==> config.mk <==
export PLATFORM = sky130hd
export DESIGN_NAME = hcb_bin_calc
export DESIGN_NICKNAME = d
export VERILOG_FILES = /design/src/rtl/hcb_pkg.sv /design/src/rtl/hcb_bin_calc.sv
export SDC_FILE = /design/constraint.sdc
export NUM_CORES = 1
export LEC_CHECK = 0
export ABC_AREA = 1
export BUFFER_PORTS_ARGS = -buffer_cell sky130_fd_sc_hd__buf_4
export CAP_MARGIN = 20
export CORE_ASPECT_RATIO = 0.8
export CORE_MARGIN = 5
export CORE_UTILIZATION = 40
export CTS_CLUSTER_SIZE = 16
export DETAILED_ROUTE_END_ITERATION = 8
export GPL_TIMING_DRIVEN = 0
export PLACE_DENSITY = 0.57
export RECOVER_POWER = 25
export SYNTH_ARGS = -nofsm -noshare
export SYNTH_HDL_FRONTEND = slang
export SYNTH_SLANG_ARGS = --single-unit
==> constraint.sdc <==
create_clock -name i_clk -period 11.5 [get_ports i_clk]
set_input_delay 1.15 -clock i_clk [delete_from_list [all_inputs] [get_ports i_clk]]
set_output_delay 1.15 -clock i_clk [all_outputs]
set_load 0.1 [all_outputs]
==> src/rtl/hcb_pkg.sv <==
package hcb_pkg;

    localparam int PIX_W      = 8;
    localparam int READ_W     = 9;
    localparam int BINS_CFG_W = 5;
    localparam int THR_W      = 9;
    localparam int CFG_IDX_W  = 3;
    localparam int CFG_DATA_W = 9;
    localparam int OUT_CNT_W  = 32;

    localparam logic OP_INSERT = 1'b0;
    localparam logic OP_READ   = 1'b1;

    typedef enum logic [CFG_IDX_W-1:0] {
        CFG_NUM_HUE_BINS  = 3'd0,
        CFG_NUM_SAT_BINS  = 3'd1,
        CFG_NUM_VAL_BINS  = 3'd2,
        CFG_SAT_THRESHOLD = 3'd3,
        CFG_VAL_THRESHOLD = 3'd4
    } t_cfg_idx;

    localparam logic [BINS_CFG_W-1:0] RST_NUM_HUE_BINS  = 5'd10;
    localparam logic [BINS_CFG_W-1:0] RST_NUM_SAT_BINS  = 5'd10;
    localparam logic [BINS_CFG_W-1:0] RST_NUM_VAL_BINS  = 5'd10;
    localparam logic [THR_W-1:0]      RST_SAT_THRESHOLD = 9'd26;
    localparam logic [THR_W-1:0]      RST_VAL_THRESHOLD = 9'd51;

endpackage

==> src/rtl/hcb_bin_calc.sv <==
module hcb_bin_calc
    import hcb_pkg::*;
#(
    parameter int MAX_HUE_BINS = 16,
    parameter int MAX_SAT_BINS = 16,
    parameter int MAX_VAL_BINS = 16,
    parameter int BIN_W        = 9
) (
    input  logic                  i_clk,
    input  logic                  i_op,
    input  logic [PIX_W-1:0]      i_hue,
    input  logic [PIX_W-1:0]      i_saturation,
    input  logic [PIX_W-1:0]      i_brightness,
    input  logic [READ_W-1:0]     i_read_bin,
    input  logic [BINS_CFG_W-1:0] i_num_hue_bins,
    input  logic [BINS_CFG_W-1:0] i_num_sat_bins,
    input  logic [BINS_CFG_W-1:0] i_num_val_bins,
    input  logic [THR_W-1:0]      i_sat_threshold,
    input  logic [THR_W-1:0]      i_val_threshold,
    output logic [BIN_W-1:0]      o_bin,
    output logic                  o_out_of_range
);

    localparam int QP_W  = PIX_W + BINS_CFG_W + 1;
    localparam int CMP_W = BIN_W + 1;

    function automatic logic [BINS_CFG_W-1:0] eff_bins(
        input logic [BINS_CFG_W-1:0] r,
        input int unsigned           max_bins
    );
        logic [BINS_CFG_W-1:0] e;
        if (r == '0) begin
            e = BINS_CFG_W'(1);
        end else if (32'(r) > max_bins) begin
            e = BINS_CFG_W'(max_bins);
        end else begin
            e = r;
        end
        return e;
    endfunction

    // Floor of x*n/255 is (p + (p >> 8) + 1) >> 8 for the product range used here.
    function automatic logic [BINS_CFG_W-1:0] quant(
        input logic [PIX_W-1:0]      x,
        input logic [BINS_CFG_W-1:0] n
    );
        logic [QP_W-1:0]       p;
        logic [QP_W-1:0]       q;
        logic [BINS_CFG_W-1:0] r;
        p = QP_W'(x) * QP_W'(n);
        q = (p + (p >> PIX_W) + QP_W'(1)) >> PIX_W;
        if (q >= QP_W'(n)) begin
            r = n - BINS_CFG_W'(1);
        end else begin
            r = q[BINS_CFG_W-1:0];
        end
        return r;
    endfunction

    logic [BINS_CFG_W-1:0] nh;
    logic [BINS_CFG_W-1:0] ns;
    logic [BINS_CFG_W-1:0] nv;

    logic [BIN_W-1:0]      r_hs_bins;
    logic [BINS_CFG_W-1:0] r_hq;
    logic [BINS_CFG_W-1:0] r_sq;
    logic [BINS_CFG_W-1:0] r_vq;
    logic                  r_colorless;
    logic                  r_op;
    logic [READ_W-1:0]     r_read_bin;
    logic [BIN_W-1:0]      n_bin;
    logic [CMP_W-1:0]      used;

    assign nh = eff_bins(i_num_hue_bins, MAX_HUE_BINS);
    assign ns = eff_bins(i_num_sat_bins, MAX_SAT_BINS);
    assign nv = eff_bins(i_num_val_bins, MAX_VAL_BINS);

    always_ff @(posedge i_clk) begin
        r_hs_bins   <= BIN_W'(nh) * BIN_W'(ns);
        r_hq        <= quant(i_hue, nh);
        r_sq        <= quant(i_saturation, ns);
        r_vq        <= quant(i_brightness, nv);
        r_colorless <= ({1'b0, i_saturation} < i_sat_threshold) ||
                       ({1'b0, i_brightness} < i_val_threshold);
        r_op        <= i_op;
        r_read_bin  <= i_read_bin;
    end

    assign used = CMP_W'(r_hs_bins) + CMP_W'(nv);

    always_comb begin
        if (r_op == OP_READ) begin
            n_bin = BIN_W'(r_read_bin);
        end else if (r_colorless) begin
            n_bin = r_hs_bins + BIN_W'(r_vq);
        end else begin
            n_bin = BIN_W'(r_sq) * BIN_W'(nh) + BIN_W'(r_hq);
        end
    end

    always_ff @(posedge i_clk) begin
        o_bin          <= n_bin;
        o_out_of_range <= (r_op == OP_READ) && (CMP_W'(r_read_bin) >= used);
    end

endmodule

# After elaboration in Yosys (flattened, before gate mapping)

Cells that the tools add are included.

Add/sub/neg operators: 12
Multipliers: 5
Order comparisons: 9
Mux-type cells: 11
Reduce and logical (&&, ||, !) cells: 5

Operators by type and width:

| operator                                                           | count |
|---|---|
| 5-bit two-way mux                                                  | 9 |
| 13-bit by 5-bit adder with 14-bit output                           | 3 |
| 14-bit by 1-bit adder with 14-bit output, second input constant    | 3 |
| 8-bit by 5-bit multiplier with 13-bit output                       | 3 |
| 9-bit by 5-bit adder with 9-bit output                             | 2 |
| 6-bit by 5-bit greater-or-equal comparator with 1-bit output       | 3 |
| 8-bit by 9-bit less-than comparator with 1-bit output              | 2 |
| 5-bit by 5-bit multiplier with 9-bit output                        | 2 |
| 9-bit two-way mux                                                  | 2 |
| 5-bit > comparator, second input constant                          | 3 |
| 5-bit zero test                                                    | 3 |
| 5-bit by 1-bit subtractor with 5-bit output, second input constant | 3 |
| 9-bit by 5-bit adder with 10-bit output                            | 1 |
| 9-bit by 10-bit greater-or-equal comparator with 1-bit output      | 1 |
| 1-bit logical AND                                                  | 1 |
| 1-bit logical OR                                                   | 1 |

Bits in registers: 45
Bits of input ports: 68
Output and inout port bits: 10
Logic and storage cells: 51

# Depth between registers and ports, before layout

Gate-level depths: netlist of the first run.

Depth after elaboration: 8
Gate-level depth with buffers: 41
Mapped depth without buffers: 40

# Worst setup path after synthesis of the first run

Ideal clock, no wire load.

Path kind: input to register
From: input i_num_hue_bins[3]
To: register r_hq[2]
Setup time: 0.119 ns
Data arrival time: 6.824 ns
Data required time: 11.381 ns
Path slack: 4.556 ns
Stages on the path: 38
Path buffers: 1
Path through: inv_1 > nand3_1 > a21oi_1 > inv_1 > clkbuf_1 > nor2_1 > fa_1 > fa_1 > inv_1 > fa_1 > inv_1 > ha_1 > a21oi_2 > nor2_1 > nor2_1 > nand2_1 > nand2_1 > nand2_1 > [... 2 more ...] > nand2_1 > nand2_1 > nand2_2 > nand2_1 > inv_2 > nand2_1 > nand2_1 > nand2_1 > inv_1 > ha_1 > a21boi_0 > o21a_1 > o21ai_0 > nand2_1 > a21oi_1 > nand2_2 > nand2_1 > o21ai_1

Longest elaborated chain between the ends: 8
Elaborated cells between the ends (all ways): 10
Those cells by class: add/sub (3); mul (1); order compare (2); mux (3); reduce/logical (1)

Ends and longest elaborated chain:

| what                                                         | RTL line           | RTL |
|---|---|---|
| from (decl)                                                  | hcb_bin_calc.sv:15 | `input logic [BINS_CFG_W-1:0] i_num_hue_bins,` |
| 5-bit > comparator                                           | hcb_bin_calc.sv:34 | `end else if (32'(r) > max_bins) begin` |
| 5-bit two-way mux                                            | hcb_bin_calc.sv:34 |  |
| 5-bit two-way mux (*)                                        | hcb_bin_calc.sv:32 | `if (r == '0) begin` |
| 8-bit by 5-bit multiplier with 13-bit output                 | hcb_bin_calc.sv:50 | `p = QP_W'(x) * QP_W'(n);` |
| 13-bit by 5-bit adder with 14-bit output                     | hcb_bin_calc.sv:51 | `q = (p + (p >> PIX_W) + QP_W'(1)) >> PIX_W;` |
| 14-bit by 1-bit adder with 14-bit output                     | hcb_bin_calc.sv:51 |  |
| 6-bit by 5-bit greater-or-equal comparator with 1-bit output | hcb_bin_calc.sv:52 | `if (q >= QP_W'(n)) begin` |
| 5-bit two-way mux (*)                                        | hcb_bin_calc.sv:52 |  |
| to (signal assigned)                                         | hcb_bin_calc.sv:80 | `r_hq <= quant(i_hue, nh);` |
| to (decl)                                                    | hcb_bin_calc.sv:65 | `logic [BINS_CFG_W-1:0] r_hq;` |

Mark *: on every way between the ends. The rest lies on a longest branch, timed or not.

# Final worst setup path of the first run

From: input i_num_hue_bins[4]
To: register r_hq[3]

Same word-level chain as after synthesis.

==> run metrics, run 1 <==
Worst path max stage delay around 600 ps; clk buf depth 2; Netlist Area Pre-Place just over 0.009 mm^2; Netlist cell types 36; Pwr per Cell Area 104 mW/mm^2; Layout area overhead 12.4%; clock sinks 45; wl on met1 11,600 um; Root Driver clkbuf_16; Critical Path AT 7820 ps; DR WL/cell 12.4 um; period utilization 65.9%; Crit Path Category in2reg; Crit. End Element flop; # nets final 1,735; Setup Viol. Count Final 0; RSZ-0062 raised after global routing no; DRT iter0 DRCs 374; Max-slew headroom 21.2%; Vias/cell 4.72; drt first pass iters 5; pin count of the biggest net entering global routing 15; Fin. Hold Viols 0; gate count of the mapped netlist approximately 1,400; initial antenna violation count 0; Core ar. 0.0224 mm^2; fmax 132 MHz; most common flop cell mapped by yosys dfxtp_1; via count roughly 8,000; DP Area 0.0100 mm^2; sequential share of the synthesized area 9.96%; min cycle time layout 7580 ps; # port buffers 76; Slew Viols, Final 0; postcts setup bufs 0; Hold WS around 470 ps; run status completed; leakage power total 0.00613 uW; number of diodes 0; Starting Density 40.4%; Yosys warnings 0; Hold-fix buffers, CTS 0; top cell type's share of synthesized area between 20% and 30%; worst-case clock skew around 7 ps; met2 wire length approximately 9000 um; final antenna-violating net count 0; Placer Congestion 0.896; final cell count without fillers around 1,700; H-Tree Depth 2; die width roughly 180 um; die area 0.0257 mm^2; critical path fanouts, max 10; Max VDD drop 76.6 uV; most used cell, CP nand2_1; setup_tns 0 ps; worst-skew pair later-pin latency about 290 ps; GRT Util Overall 17.5%; MaxCap Viol Count 0; slowest CP cell nor2_1; grt total ovfl 0; Highest Signal Layer met4; CP required 11,740 ps; synthesized area per cell roughly 6.7 um^2; number of global-route vias before repair 7,946; CTS Buf Count 5; FFs w/ async S/R, synth 0%; DP HPWL 19,100 um; DRT Wirelength 21,600 um; Synth area leaders ha_1, fa_1, nand2_1; post_cts resized 0; synthesis-stage register bit count 45; CTS tree done; Synth Net Count around 1,700; Worst-path clk slew 70 ps; final instance area 0.0102 mm^2; worst hold-check path type reg2reg; first-pass GRT wire length 37,600 um; Fillers between 2,000 and 2,500; EDFF count, synth 0; Least-Margin Pin Slew around 1200 ps; Row Count 49; I/O Pins 78; DRC 0; Inst Count DP between 1,500 and 2,000; Yosys top cell by area ha_1; layout cells sized above 1 7.86%; die extent in y 145 um; routed length on met3 720 um; CP Launch Type input port
cells by family after synthesis:
group / synth area share, %
buf+inv: 13.2
simple gates: 28.1
compound gates: 7.15
xor+xnor: 3.29
fa+ha+maj: 38.3
flops: 9.96
synthesized netlist by cell type, types with 2 or more instances:
cell type	count
a21boi_0	5
a21oi_1	43
a21oi_2	3
a31oi_1	10
and2_1	4
buf_1	2
buf_2	2
clkbuf_1	7
clkinv_1	7
dfxtp_1	45
fa_1	77
ha_1	154
inv_1	292
inv_2	8
nand2_1	325
nand2_2	8
nand3_1	68
nand3_2	4
nand3b_1	7
nand4_1	26
nor2_1	161
nor2_2	2
nor3_1	3
o21a_1	8
o21ai_0	31
o21ai_1	7
o21ai_2	2
xnor2_1	5
xor2_1	29
flip-flops by register name (all words and copies together) (netlist names), 5 cells and up:
| register | count |
|---|---|
| r_read_bin | 9 |
| r_sq | 5 |
| o_bin | 9 |
| r_vq | 5 |
| r_hs_bins | 9 |
| r_hq | 5 |
area by class of cell:
cell class,instances,area [um^2],share of cell area [%]
plain buffers,11,43.8,0.430
clock buffers,6,139,1.36
clock inverters,2,37.5,0.369
inverters,307,1150,11.3
multi-input cells,989,6950,68.3
flip-flops and latches,45,901,8.85
well taps,306,383,3.76
repair buffers,77,567,5.57
final timing paths:
path / end / depth (start not counted) / slack, ps / from
worst max-delay path: r_hq[3] / 38 / 3920 / i_num_hue_bins[4]
worst min-delay path: o_bin[2] / 1 / 470 / r_read_bin[2]
worst max register to register: o_bin[7] / 16 / 7840 / r_sq[3]
worst min register to register: o_bin[2] / 1 / 470 / r_read_bin[2]
worst max-delay path, delay by kind of cell:
kind | cells | cell delay, ps
AOI/OAI and AO/OA | 6 | 1100
adders and majority gates | 6 | 2510
buffers and inverters | 8 | 870
and+or+nand+nor | 18 | 2170
metal layers:
layer / vias up / GRT usage [%]
li1: 4351 / -
met1: 3741 / 27.0
met2: 123 / 27.3
met3: 15 / 1.54
met4: 0 / 1.95
met5: - / 0
per-stage QoR:
stage | utilization [%] | power, uW | setup slack [ps]
after floorplan | - | 733 | 4560
after global placement | 44.7 | 897 | 3190
after CTS | 45.5 | 1080 | 3450
after detailed placement | 44.7 | 902 | 3170
after global routing | 45.5 | 1200 | 3230
final | 45.5 | 1060 | 3920
cells in the final DEF, fill, tap and decap left out, types with 7 or more instances in the layout:
cell	netlist	routed
buf_4	0	64
nor2_1	161	161
clkbuf_4	0	10
nand2_2	8	8
o21ai_0	31	31
nand3b_1	7	7
clkinv_1	7	7
ha_1	154	154
dfxtp_1	45	45
inv_1	292	292
nand2_1	325	325
fa_1	77	77
nand3_1	68	68
nand4_1	26	26
o21ai_1	7	7
a31oi_1	10	10
xor2_1	29	29
clkbuf_1	7	10
a21oi_1	43	43
inv_2	8	8
o21a_1	8	8
power by group:
part | internal (uW) | switching [uW] | leakage, uW
clock network | 108 | 61.2 | 0.0000831
registers | 190 | 20.6 | 0.000377
logic | 244 | 439 | 0.00567
total | 542 | 521 | 0.00613
(Power assumes the default switching activity.)
==> inputs of run 2 (changes only) <==
--- a/config.mk
+++ b/config.mk
@@ -14,7 +14,7 @@
 export CTS_CLUSTER_SIZE = 16
 export DETAILED_ROUTE_END_ITERATION = 8
 export GPL_TIMING_DRIVEN = 0
-export PLACE_DENSITY = 0.57
+export PLACE_DENSITY = 0.59
 export RECOVER_POWER = 25
 export SYNTH_ARGS = -nofsm -noshare
 export SYNTH_HDL_FRONTEND = slang
==> constraint.sdc (replaced) <==
create_clock -name i_clk -period 6.42 [get_ports i_clk]
set_input_delay 0.642 -clock i_clk [delete_from_list [all_inputs] [get_ports i_clk]]
set_output_delay 0.642 -clock i_clk [all_outputs]
set_load 0.1 [all_outputs]
==> run metrics, run 2 (same netlist as run 1, synthesis figures left out) <==
CTS Buf Count 5; drt first pass iters 5; Pwr per Cell Area 183 mW/mm^2; instance count on the critical path 41; I/O Pins 78; number of diodes 0; Power Total between 1500 and 2000 uW; GRT Util Overall 17.8%; Crit. End Element flop; CTS tree done; Crit path max-delay family adder cells; hold-critical path depth 1; DRC 0; Row Count just under 50; die width between 150 and 200 um; pin count of the biggest net entering global routing 15; Slew Viols, Final 0; DRT iter0 DRCs 454; most frequent cells in the layout nand2_1, inv_1, nor2_1, ha_1, buf_4; biggest regs o_bin x9, r_hs_bins x9, r_read_bin x9; clk buf depth 2; min cycle time layout 6130 ps; critical path fanouts, max 5; CP required 6610 ps; period utilization 95.4%; Worst-path clk slew 60 ps; die extent in y between 100 and 150 um; # nets final 1,754; leakage power total 0.00626 uW; slowest CP cell fa_1; Fin. Hold Viols 0; Placer Congestion 0.865; first-pass GRT wire length between 30,000 and 40,000 um; worst hold-check path type reg2reg; worst-case clock skew 8.08 ps; DRT Wirelength 22,300 um; number of global-route vias before repair 7,997; final instance area about 0.011 mm^2; die area 0.0257 mm^2; RSZ-0062 raised after global routing yes; run status completed; Max-slew headroom 22.0%; DR WL/cell 12.7 um; Core ar. between 0.02 and 0.025 mm^2; Crit Path Category in2reg; Least-Margin Pin Slew 1170 ps; worst-skew pair later-pin latency a little under 300 ps; # port buffers 76; Max VDD drop 115 uV; DP HPWL 19,000 um; most used cell, CP nand2_1; grt total ovfl 0; Worst path max stage delay 540 ps; via count 8,419; R2R setup slack 2730 ps; final antenna-violating net count 0; initial antenna violation count 0; Critical Path AT 6320 ps; fmax 163 MHz; Root Driver clkbuf_16; CP Launch Type input port; clock sinks 45; WP buf/inv 10; MaxCap Viol Count 0; layout cells sized above 1 between 10% and 20%; Vias/cell 4.78; DP Area 0.0100 mm^2; Setup Viol. Count Final 0; R2R cell count 16; most common cell after layout, fill and taps aside nand2_1; H-Tree Depth 2; Starting Density 40.4%; Layout area overhead 18.5%
## run 2: changes by cell type in the layout (fill, tap and decap cells not counted), moves of 5 or more
cell,change
nand2_1,-13
nand2_2,+12
buf_4,+17
nor2_2,+5
ha_1,-10
a21oi_4,+9
nor2_1,-13
a21oi_1,-9
inv_1,-6
ha_4,+10
nor2_4,+8
## run 2: through the flow
step / util, % / hold WS, ps / setup TNS (ps) / instances / setup WS, ps
after global routing: 47.9 / 462 / -163 / 1762 / -69.9
after detailed placement: 44.7 / 464 / -13300 / 1734 / -1140
after CTS: 46.0 / 448 / 0 / 1748 / 0.481
final: 47.9 / 474 / 0 / 1762 / 294
after global placement: 44.7 / 458 / -12290 / 1734 / -1110
after floorplan: - / 434 / 0 / 1352 / 136
## run 2: worst paths after layout
| kind | start | end |
|---|---|---|
| setup / recovery | i_num_hue_bins[3] | r_hq[4] |
| hold / removal | r_read_bin[2] | o_bin[2] |
| setup reg to reg | r_sq[3] | o_bin[7] |
| hold reg to reg | r_read_bin[2] | o_bin[2] |
## run 2: layout make-up
class	count	area [um^2]
repair buffers	98	739
flip-flops and latches	45	901
multi-input cells	989	7330
well taps	306	383
plain buffers	9	41.3
clock buffers	6	139
inverters	307	1180
clock inverters	2	13.8
fillers	2354	11700
## run 2: metal layers
layer	vias to the layer above	share of wire, %	global-route usage [%]
met5	-	0	0
met2	127	43	27.8
met1	3899	53	27.6
li1	4387	-	-
met3	6	3.6	1.83
met4	0	0.30	1.38
## run 2: timing repair
action                                  in CTS  in global routing
buffers inserted                             8                 15
gates resized for setup                     25                 72
endpoints found under the hold margin        0                  0
hold buffers                                 0                  0
pin swaps                                    3                 34
endpoints found under the setup margin      15                 15
## run 2: where the power goes
part	internal [uW]	leakage (uW)	switching [uW]
clock network	155	0.0000768	104
logic	497	0.00581	832
registers	340	0.000377	38.0
